===== config.mk =====
export PLATFORM = sky130hd
export DESIGN_NAME = window_minimizer_dedup
export DESIGN_NICKNAME = d
export VERILOG_FILES = /design/src/design/wmd_pkg.sv /design/src/design/wmd_ctrl.sv /design/src/design/wmd_dpath.sv /design/src/design/window_minimizer_dedup.sv
export SDC_FILE = /design/constraint.sdc
export NUM_CORES = 2
export LEC_CHECK = 0
export BUFFER_PORTS_ARGS = -buffer_cell sky130_fd_sc_hd__buf_2
export CORE_UTILIZATION = 45
export CTS_CLUSTER_DIAMETER = 60
export DETAILED_ROUTE_END_ITERATION = 10
export GPL_ROUTABILITY_DRIVEN = 0
export SLEW_MARGIN = 0
export SYNTH_ARGS = -nofsm -noshare
export SYNTH_HDL_FRONTEND = slang
export SYNTH_SLANG_ARGS = --single-unit
export TNS_END_PERCENT = 20

===== constraint.sdc =====
create_clock -name aclk -period 12.1 [get_ports aclk]
set_input_delay 0.605 -clock aclk [delete_from_list [all_inputs] [get_ports aclk]]
set_output_delay 0.605 -clock aclk [all_outputs]
set_load 0.05 [all_outputs]

===== src/design/wmd_pkg.sv =====
// Package for the window minimizer block: sizes, reset values, controller
// command and status structs. No dependencies.
`timescale 1ns / 1ps
`default_nettype none

package wmd_pkg;

    localparam int MAX_WINDOW = 32;
    localparam int HASH_BITS  = 38;
    localparam int WS_W       = 6;
    localparam int ADDR_W     = $clog2(MAX_WINDOW);
    localparam int CNT_W      = $clog2(MAX_WINDOW + 1);

    localparam logic [WS_W-1:0]      WS_RESET   = WS_W'(16);
    localparam logic [HASH_BITS-1:0] HASH_ONES  = {HASH_BITS{1'b1}};
    localparam logic [HASH_BITS-1:0] HASH_ZERO  = '0;

    // Commands from the controller to the datapath.
    typedef struct packed {
        logic prime_wr;   // store a priming value
        logic seq_wr;     // store a window value and start a scan
        logic end_seq;    // build the end marker and restart the sequence
        logic scan_rd;    // read one window entry
        logic cmp;        // compare the window minimum with the last one sent
        logic load_out;   // move the pending result into the output register
    } wmd_cmd_t;

    // Status from the datapath to the controller.
    typedef struct packed {
        logic priming;
        logic hash_zero;
        logic scan_last;
        logic min_new;
        logic out_free;
    } wmd_status_t;

endpackage

`default_nettype wire


===== src/design/wmd_ctrl.sv =====
// Controller state machine of the window minimizer.
// Depends on wmd_pkg for the command and status structs.
`timescale 1ns / 1ps
`default_nettype none

module wmd_ctrl
    import wmd_pkg::*;
(
    input  wire logic        aclk,
    input  wire logic        aresetn,
    input  wire logic        s_valid,
    output logic             s_ready,
    input  wmd_status_t      status,
    output wmd_cmd_t         cmd
);

    localparam logic [2:0] ST_IDLE = 3'd0;
    localparam logic [2:0] ST_SCAN = 3'd1;
    localparam logic [2:0] ST_LAST = 3'd2;
    localparam logic [2:0] ST_CMP  = 3'd3;
    localparam logic [2:0] ST_EMIT = 3'd4;

    logic [2:0] state_reg;
    logic [2:0] state_next;

    always_comb begin
        state_next = state_reg;
        cmd        = '0;
        s_ready    = 1'b0;
        unique case (state_reg)
            ST_IDLE: begin
                s_ready = 1'b1;
                if (s_valid) begin
                    if (status.priming) begin
                        cmd.prime_wr = 1'b1;
                    end else if (status.hash_zero) begin
                        cmd.end_seq = 1'b1;
                        state_next  = ST_EMIT;
                    end else begin
                        cmd.seq_wr = 1'b1;
                        state_next = ST_SCAN;
                    end
                end
            end
            ST_SCAN: begin
                cmd.scan_rd = 1'b1;
                if (status.scan_last) begin
                    state_next = ST_LAST;
                end
            end
            // The read data of the last entry is folded in during this cycle.
            ST_LAST: begin
                state_next = ST_CMP;
            end
            ST_CMP: begin
                cmd.cmp    = 1'b1;
                state_next = status.min_new ? ST_EMIT : ST_IDLE;
            end
            ST_EMIT: begin
                if (status.out_free) begin
                    cmd.load_out = 1'b1;
                    state_next   = ST_IDLE;
                end
            end
            default: begin
                state_next = ST_IDLE;
            end
        endcase
    end

    always_ff @(posedge aclk) begin
        if (!aresetn) begin
            state_reg <= ST_IDLE;
        end else begin
            state_reg <= state_next;
        end
    end

endmodule

`default_nettype wire


===== src/design/wmd_dpath.sv =====
// Datapath of the window minimizer: window store, position and priming
// counters, running minimum, result and output registers. Depends on wmd_pkg.
`timescale 1ns / 1ps
`default_nettype none

module wmd_dpath
    import wmd_pkg::*;
(
    input  wire logic                 aclk,
    input  wire logic                 aresetn,
    input  wire logic                 cfg_we,
    input  wire logic [WS_W-1:0]      cfg_wdata,
    input  wire logic [HASH_BITS-1:0] s_hash_value,
    output logic                      m_valid,
    input  wire logic                 m_ready,
    output logic [HASH_BITS-1:0]      m_minimizer,
    output logic                      m_end_of_sequence,
    input  wmd_cmd_t                  cmd,
    output wmd_status_t               status
);

    logic [HASH_BITS-1:0] store_mem [MAX_WINDOW];

    logic [WS_W-1:0]      ws_reg;
    logic [ADDR_W-1:0]    pos_reg;
    logic [CNT_W-1:0]     prime_reg;
    logic [HASH_BITS-1:0] last_reg;
    logic [HASH_BITS-1:0] min_reg;
    logic [HASH_BITS-1:0] rd_data_reg;
    logic                 rd_vld_reg;
    logic [ADDR_W-1:0]    scan_cnt_reg;
    logic [HASH_BITS-1:0] res_min_reg;
    logic                 res_eos_reg;
    logic [HASH_BITS-1:0] out_min_reg;
    logic                 out_eos_reg;
    logic                 out_vld_reg;

    logic [CNT_W-1:0]     w_eff;
    logic [CNT_W-1:0]     w_m1_full;
    logic [ADDR_W-1:0]    w_m1;
    logic [ADDR_W-1:0]    seq_idx;
    logic [ADDR_W-1:0]    wr_idx;
    logic                 wr_en;

    // Window sizes below two act as two, above the store depth as the depth.
    always_comb begin
        if (int'(ws_reg) < 2) begin
            w_eff = CNT_W'(2);
        end else if (int'(ws_reg) > MAX_WINDOW) begin
            w_eff = CNT_W'(MAX_WINDOW);
        end else begin
            w_eff = CNT_W'(ws_reg);
        end
    end

    assign w_m1_full = w_eff - CNT_W'(1);
    assign w_m1      = w_m1_full[ADDR_W-1:0];
    // The new value is written just behind pos_reg, wrapping to the last window entry.
    assign seq_idx   = (pos_reg == '0) ? w_m1 : pos_reg - ADDR_W'(1);
    assign wr_idx    = cmd.prime_wr ? prime_reg[ADDR_W-1:0] : seq_idx;
    assign wr_en     = cmd.prime_wr | cmd.seq_wr;

    assign status.priming   = prime_reg < w_m1_full;
    assign status.hash_zero = s_hash_value == HASH_ZERO;
    assign status.scan_last = scan_cnt_reg == w_m1;
    assign status.min_new   = min_reg != last_reg;
    assign status.out_free  = !out_vld_reg || m_ready;

    always_ff @(posedge aclk) begin
        if (wr_en) begin
            store_mem[wr_idx] <= s_hash_value;
        end
        if (cmd.scan_rd) begin
            rd_data_reg <= store_mem[scan_cnt_reg];
        end
    end

    always_ff @(posedge aclk) begin
        if (cmd.seq_wr) begin
            min_reg <= HASH_ONES;
        end else if (rd_vld_reg && (rd_data_reg < min_reg)) begin
            min_reg <= rd_data_reg;
        end
        if (cmd.end_seq) begin
            res_min_reg <= HASH_ZERO;
            res_eos_reg <= 1'b1;
        end else if (cmd.cmp) begin
            res_min_reg <= min_reg;
            res_eos_reg <= 1'b0;
        end
        if (cmd.load_out) begin
            out_min_reg <= res_min_reg;
            out_eos_reg <= res_eos_reg;
        end
    end

    always_ff @(posedge aclk) begin
        if (!aresetn) begin
            ws_reg       <= WS_RESET;
            pos_reg      <= '0;
            prime_reg    <= '0;
            last_reg     <= HASH_ONES;
            rd_vld_reg   <= 1'b0;
            scan_cnt_reg <= '0;
            out_vld_reg  <= 1'b0;
        end else begin
            rd_vld_reg <= cmd.scan_rd;
            if (cmd.load_out) begin
                out_vld_reg <= 1'b1;
            end else if (m_ready) begin
                out_vld_reg <= 1'b0;
            end
            if (cfg_we) begin
                ws_reg    <= cfg_wdata;
                pos_reg   <= '0;
                prime_reg <= '0;
                last_reg  <= HASH_ONES;
            end else if (cmd.end_seq) begin
                pos_reg   <= '0;
                prime_reg <= '0;
                last_reg  <= HASH_ONES;
            end else begin
                if (cmd.prime_wr) begin
                    prime_reg <= prime_reg + CNT_W'(1);
                end
                if (cmd.seq_wr) begin
                    pos_reg <= (pos_reg == w_m1) ? '0 : pos_reg + ADDR_W'(1);
                end
                if (cmd.cmp && status.min_new) begin
                    last_reg <= min_reg;
                end
            end
            if (cmd.seq_wr) begin
                scan_cnt_reg <= '0;
            end else if (cmd.scan_rd) begin
                scan_cnt_reg <= scan_cnt_reg + ADDR_W'(1);
            end
        end
    end

    assign m_valid           = out_vld_reg;
    assign m_minimizer       = out_min_reg;
    assign m_end_of_sequence = out_eos_reg;

endmodule

`default_nettype wire


===== src/design/window_minimizer_dedup.sv =====
// Top level of the sliding-window minimizer with repeat suppression.
// Depends on wmd_pkg, wmd_ctrl and wmd_dpath.
//
// Usage: hash values arrive on the s_ channel (valid/ready), results leave
// on the m_ channel (valid/ready). A transfer takes place when valid and
// ready are both high at a rising edge of aclk. cfg_we writes the window
// size (reset 16, clamped to 2..32) and restarts the sequence.
// The first window_size-1 values of a sequence fill the store, one per cycle.
// After that, a nonzero value is written into the store and the window is
// scanned through the store's single read port, one entry per cycle; the
// block takes no new value until the scan, the fold of the last entry, the
// compare and, for a new minimum, its load into the output register are
// done. A zero after priming produces the end marker, and the block is
// ready again once it is in the output register. The output register holds
// one result; while the receiver stalls, the block keeps accepting values
// until it has a further result to place. Reset (aresetn low, synchronous)
// empties the output register, sets the window size to 16 and returns to
// the priming state.
`timescale 1ns / 1ps
`default_nettype none

module window_minimizer_dedup
    import wmd_pkg::*;
(
    input  wire logic                 aclk,
    input  wire logic                 aresetn,
    input  wire logic                 cfg_we,
    input  wire logic [WS_W-1:0]      cfg_wdata,
    input  wire logic                 s_valid,
    output logic                      s_ready,
    input  wire logic [HASH_BITS-1:0] s_hash_value,
    output logic                      m_valid,
    input  wire logic                 m_ready,
    output logic [HASH_BITS-1:0]      m_minimizer,
    output logic                      m_end_of_sequence
);

    wmd_cmd_t    cmd;
    wmd_status_t status;

    wmd_ctrl u_ctrl (
        .aclk    (aclk),
        .aresetn (aresetn),
        .s_valid (s_valid),
        .s_ready (s_ready),
        .status  (status),
        .cmd     (cmd)
    );

    wmd_dpath u_dpath (
        .aclk              (aclk),
        .aresetn           (aresetn),
        .cfg_we            (cfg_we),
        .cfg_wdata         (cfg_wdata),
        .s_hash_value      (s_hash_value),
        .m_valid           (m_valid),
        .m_ready           (m_ready),
        .m_minimizer       (m_minimizer),
        .m_end_of_sequence (m_end_of_sequence),
        .cmd               (cmd),
        .status            (status)
    );

    // The end marker always carries a zero minimizer.
    a_eos_zero: assert property (@(posedge aclk) disable iff (!aresetn)
        (m_valid && m_end_of_sequence) |-> (m_minimizer == '0))
        else $error("end marker with nonzero minimizer");

    // No input transfer is taken while the window is being scanned.
    a_no_accept_in_scan: assert property (@(posedge aclk) disable iff (!aresetn)
        cmd.scan_rd |-> !s_ready)
        else $error("input ready during window scan");

    // A result is only loaded when the output register is free.
    a_load_free: assert property (@(posedge aclk) disable iff (!aresetn)
        cmd.load_out |-> status.out_free)
        else $error("output register overwritten");

    // A scan step follows every window write.
    a_scan_after_write: assert property (@(posedge aclk) disable iff (!aresetn)
        cmd.seq_wr |=> cmd.scan_rd)
        else $error("window write not followed by scan");

endmodule

`default_nettype wire

# Yosys cells after proc, flatten, opt, wreduce, memory -nomap -nowiden
# Memories as Yosys holds them, arrays and structs flattened. A register that Yosys moved wholly into a read port is not among the register bits.
# Index checks and enable logic that the tools add are counted.
# op_classes
add_sub_neg,5
magnitude_cmp,4
eq_ne,11
mux,27
bitwise,2
n_reduce_logical,11
# ops
op,n
zero test 38 bit,1
< comparator 38 bit,1
inequality test 38 bit,1
two-way mux 3 bit,8
two-way mux 5 bit,3
case mux 3 bit (5 select lines),1
two-way mux 1 bit,12
two-way mux 6 bit,2
adder 5 x 1 -> 5 bit (second input constant),2
equality test 5 bit,2
inequality test 2 bit (second input constant),4
adder 6 x 1 -> 6 bit (second input constant),1
equality test 3 x 2 -> 1 bit (second input constant),2
> comparator 6 bit (second input constant),1
< comparator 6 x 2 -> 1 bit (second input constant),1
< comparator 6 bit,1
subtractor 6 x 1 -> 6 bit (second input constant),1
zero test 5 bit,1
subtractor 5 x 1 -> 5 bit (second input constant),1
AND reduction 4 bit,1
equality test 3 x 1 -> 1 bit (second input constant),1
equality test 3 bit (second input constant),1
zero test 3 bit,1
OR reduction 3 bit,1
8 further kinds,9
# totals
regBits,181
mem_bits_rw,1216
input_bits,49
output_inout_bits,41
elab_cells,74
memories,1
# memory_table
memory,depth,word_bits,rd,rd_ports_with_merged_regs,write_ports,line,rtl
u_dpath.store_mem,32,38,1,1,1,wmd_dpath.sv:22,logic [HASH_BITS-1:0] store_mem [MAX_WINDOW];

# Logic depth before layout (Yosys ltp)
# logic_depth
depth_word,11
depth_mapped,16
depth_no_buf,14

# Cells and area by module
# Synthesis repeated with hierarchy kept, for this count alone.
# hier_totals
cells_unflattened,2664
hier_area_um2,55752.2
# modules_own_cells
module,n_inst,cells_per_inst,area_per_inst_um2,seq_area_each_um2
wmd_dpath,1,2637,55534.5,41609.9
wmd_ctrl,1,27,217.7,60.1

# Worst setup path before layout
# Ideal clock, no wire load.
# synth_path
kind,register to register
startpoint,reg u_dpath.ws_reg[5]
endpoint,mem u_dpath.store_mem[24][0] (enable)
setup_ns,0.480
arrival_time_ns,5.924
required_ns,11.620
setup_slack_ns,5.695
path_stages_with_launch,15
n_path_buf,0
period_less_slack_ns,6.405
path_cell_list,dfxtp_1 -> nand2b_1 -> nor2_1 -> inv_1 -> ha_1 -> a211o_1 -> nand2_1 -> inv_1 -> ha_1 -> a21oi_1 -> nor2b_1 -> a2111o_1 -> a21oi_2 -> mux2_2 -> nor3_1
# synth_via
elab_chain_cells,11
word_cells_on_any_way,15
cone_classes,add/sub (1); order compare (3); mux (10); bitwise (1)
# synth_lines
element,line,rtl
start: declaration,wmd_dpath.sv:24,logic [WS_W-1:0] ws_reg;
start signal: assignment,wmd_dpath.sv:114,ws_reg <= cfg_wdata;
> comparator 6 bit,wmd_dpath.sv:49,end else if (int'(ws_reg) > MAX_WINDOW) begin
two-way mux 6 bit,wmd_dpath.sv:49,
two-way mux 6 bit *,wmd_dpath.sv:47,if (int'(ws_reg) < 2) begin
subtractor 6 x 1 -> 6 bit *,wmd_dpath.sv:56,assign w_m1_full = w_eff - CNT_W'(1);
< comparator 6 bit,wmd_dpath.sv:63,assign status.priming = prime_reg < w_m1_full;
two-way mux 1 bit / two-way mux 2 bit (equally long branches),wmd_ctrl.sv:34,if (status.priming) begin
two-way mux 3 bit,wmd_ctrl.sv:33,if (s_valid) begin
two-way mux 3 bit,wmd_ctrl.sv:30,unique case (state_reg)
OR 1 bit,wmd_dpath.sv:61,assign wr_en = cmd.prime_wr | cmd.seq_wr;
two-way mux 1 bit,wmd_dpath.sv:70,if (wr_en) begin
two-way mux 1 bit (implied by the code),wmd_dpath.sv:71,store_mem[wr_idx] <= s_hash_value;
end: declaration,wmd_dpath.sv:22,
# Mark *: on every way between the ends. The rest lies on a longest branch, timed or not.

# Worst setup path after layout
# layout_path
startpoint,reg u_dpath.ws_reg[2]
endpoint,mem u_dpath.store_mem[15][15] (enable)
# Same word-level chain as after synthesis.

==> run_results.csv <==
group,metric,value,unit
clocking,cts_tree,"done",
sta,rsz0062_at_grt,"no",
die,num_rows,128,
sta,skew,0.03120,ns
routing,viasPerCell,5.765,
sta,fin_tns_setup,0,ns
sta,fmax,0.1946,GHz
synth,synth_flop_cell,"edfxtp_1",
sta,worst_pin_slew,1.213,ns
clocking,ctsResizeCount,0,
clocking,clockBufferDepth,3,
routing,drt-total-wl,128300,µm
routing,drc,0,
setup_path,crit_path_max_fanout,38,
clocking,postCtsHoldBufs,0,
setup_path,crit_type,"reg -> reg",
synth,synth_edf_count,1293,
synth,syn_nets,2909,
status,status,"completed",
grt,grt_pass1_wl,189400,µm
sta,finalSetupViolations,0,
power,vdd_ir_drop_max,121.0,µV
routing,drt_iter0_markers,2578,
placement,post-dp-hpwl,75610,µm
setup_path,worstPathRequired,12.47,ns
routing,drt_first_pass_iters,5,
synth,ys_types,61,
synth,syn_inst,2813,
sta,maxSlewHeadroom,0.1872,
routing,antenna_left,0,
setup_path,slowest_delay,0.92,ns
finish,nNetsFinal,3090,
sta,timing.final.ws_setup,6.961,ns
clocking,htree_levels,4,
placement,dp_slack,7.022,ns
setup_path,start_kind,"register",
die,core_area,0.1225,mm²
sta,hold_viol,0,
setup_path,arrival,5.51,ns
grt,grt_pass1_vias,28190,
grt,grt_usage,0.2072,
grt,overflow,0,
clocking,clk_pin_slew,0.06,ns
clocking,clk_latency,0.76,ns
finish,fill_cells,9650,
finish,largest-register,"u_dpath.store_mem",
finish,layout-drive-gt1-share,0.2618,
grt,antenna_found_initial,3,
finish,largest_reg_flops,1216,
power,p_leak,0.01985,µW
clocking,clock-root-buffer,"clkbuf_16",
placement,io_buffers,89,
setup_path,cp-end-kind,"register",
synth,syn_area_per_cell,19.87,µm²
finish,area_growth_syn_to_layout,13.28,%
setup_path,worstPathCellList,"nor4_4, nor2_1, inv_1, ha_1, o21ai_0, nand2_1, inv_1, ha_1, a21oi_1, nor2b_1, a2111o_1, a21oi_2, mux2i_1, nor3_2, buf_4",
sta,period_share,0.4247,
die,die_width,354.4,µm
synth,syn_area,0.05590,mm²
min_path,min_path_type,"in -> reg",
die,start_util,0.4562,
die,dieArea,0.1256,mm²
clocking,cts_buffers,151,
clocking,post-cts-setup-buffers,0,
clocking,cts.sink_count,1435,
routing,vias,27280,
die,die_y,354.4,µm
flow_run,maxCapViolCount,0,
synth,ys_seq_area_frac,0.7455,
power,pwr_density_cell,162.2,mW/mm²
die,pin_count,90,
routing,wl_per_cell,27.12,µm
synth,synthArstFlopShare,0,
sta,period_needed,5.139,ns
synth,synth_warnings,0,
synth,ys_seq_elements,1435,
sta,maxSlewViolCount,0,
grt,grt_max_degree,139,
setup_path,crit_slowest_cell,"mux2i_1",
cells in the mapped netlist, drive strengths merged, types with 16 or more instances:
cell type	instances	area share
buf	43	0.0034
nor4	16	0.0021
edfxtp	1293	0.69
xnor2	49	0.0077
ha	47	0.011
a21oi	64	0.0058
nor2	113	0.0076
nand2	255	0.017
mux4	380	0.15
inv	47	0.0032
nand4	19	0.0021
dfxtp	142	0.051
o21ai	19	0.0018
nor3	44	0.0042
clkbuf	98	0.0066
mux2i	89	0.016
layer usage:
layer  GRT usage  routed length, µm  vias to the layer above
met5           0                 26                        -
met4     0.06353               3112                        4
met3     0.04319               8394                      173
met2      0.3381              63510                      868
met1      0.2809              53300                    14520
li1            -                  -                    11720
per-stage QoR:
step / instance area [µm²] / cells / utilization / power [µW] / hold WS [ns]
finish: 63320 / 4732 / 0.5168 / 10270 / 0.1354
floorplan: 55900 / 2813 / - / 5830 / 0.4081
global placement: 58670 / 4466 / 0.4789 / 6007 / 0.4129
detailed placement: 58670 / 4466 / 0.4789 / 6026 / 0.4154
CTS: 63310 / 4730 / 0.5168 / 10360 / 0.08593
global route: 63310 / 4730 / 0.5168 / 10590 / 0.1230
kinds of logic after synthesis:
group | share of synthesized area
adders and majority gates | 0.01052
AOI/OAI and AO/OA | 0.01381
other | 0.00006709
xor gates and xnor gates | 0.009334
and+or+nand+nor | 0.03796
DFF | 0.7455
buffers and inverters | 0.01316
muxes | 0.1697
critical path, delay by kind of cell (launching register included):
| kind | cells | cell delay [ns] |
|---|---|---|
| AO/OA/AOI/OAI | 4 | 1.38 |
| adder cells (fa/ha/maj) | 2 | 0.53 |
| buffers and inverters | 3 | 0.55 |
| flip-flops | 1 | 0.38 |
| multiplexers | 1 | 0.92 |
| AND/OR/NAND/NOR | 5 | 0.96 |
cell type report:
cell class | instances | area [µm²] | area share
antenna | 2 | 5.005 | 0.00007904
clock buffer | 192 | 4091 | 0.06462
clock inverter | 72 | 553.0 | 0.008734
inverter | 48 | 180.2 | 0.002846
multi-input combinational | 1189 | 13710 | 0.2165
sequential | 1435 | 41690 | 0.6584
tap | 1625 | 2033 | 0.03211
timing repair buffer | 169 | 1059 | 0.01672
report_power, final:
part | leakage, µW | internal (µW) | switching, µW
registers | 0.0127 | 5480 | 62.0
logic | 0.00491 | 127 | 249
clock network | 0.00227 | 2500 | 1850
final timing paths:
check,start,end,slack [ns],depth (start not counted)
max reg2reg,u_dpath.ws_reg[2],u_dpath.store_mem[15][15],6.96,15
max,u_dpath.ws_reg[2],u_dpath.store_mem[15][15],6.96,15
min reg2reg,u_dpath.res_min_reg[6],u_dpath.m_minimizer[6],0.42,0
min,cfg_wdata[3],u_dpath.ws_reg[3],0.14,3
placed cells by master (no fill, tap or decap), types with 8 or more instances in the layout:
cell / count
edfxtp_1: 1293
mux4_2: 380
nand2_1: 255
clkbuf_16: 158
dfxtp_1: 137
nor2_1: 113
mux2i_1: 89
buf_2: 89
buf_4: 79
a21oi_1: 63
xnor2_1: 49
ha_1: 47
inv_1: 46
nor3_2: 35
clkbuf_1: 33
clkinv_1: 27
clkinv_2: 24
nand4_1: 19
o21ai_0: 15
nor4_1: 15
nor3_1: 8
xor2_1: 8
Power figures use the tool's default switching activity.
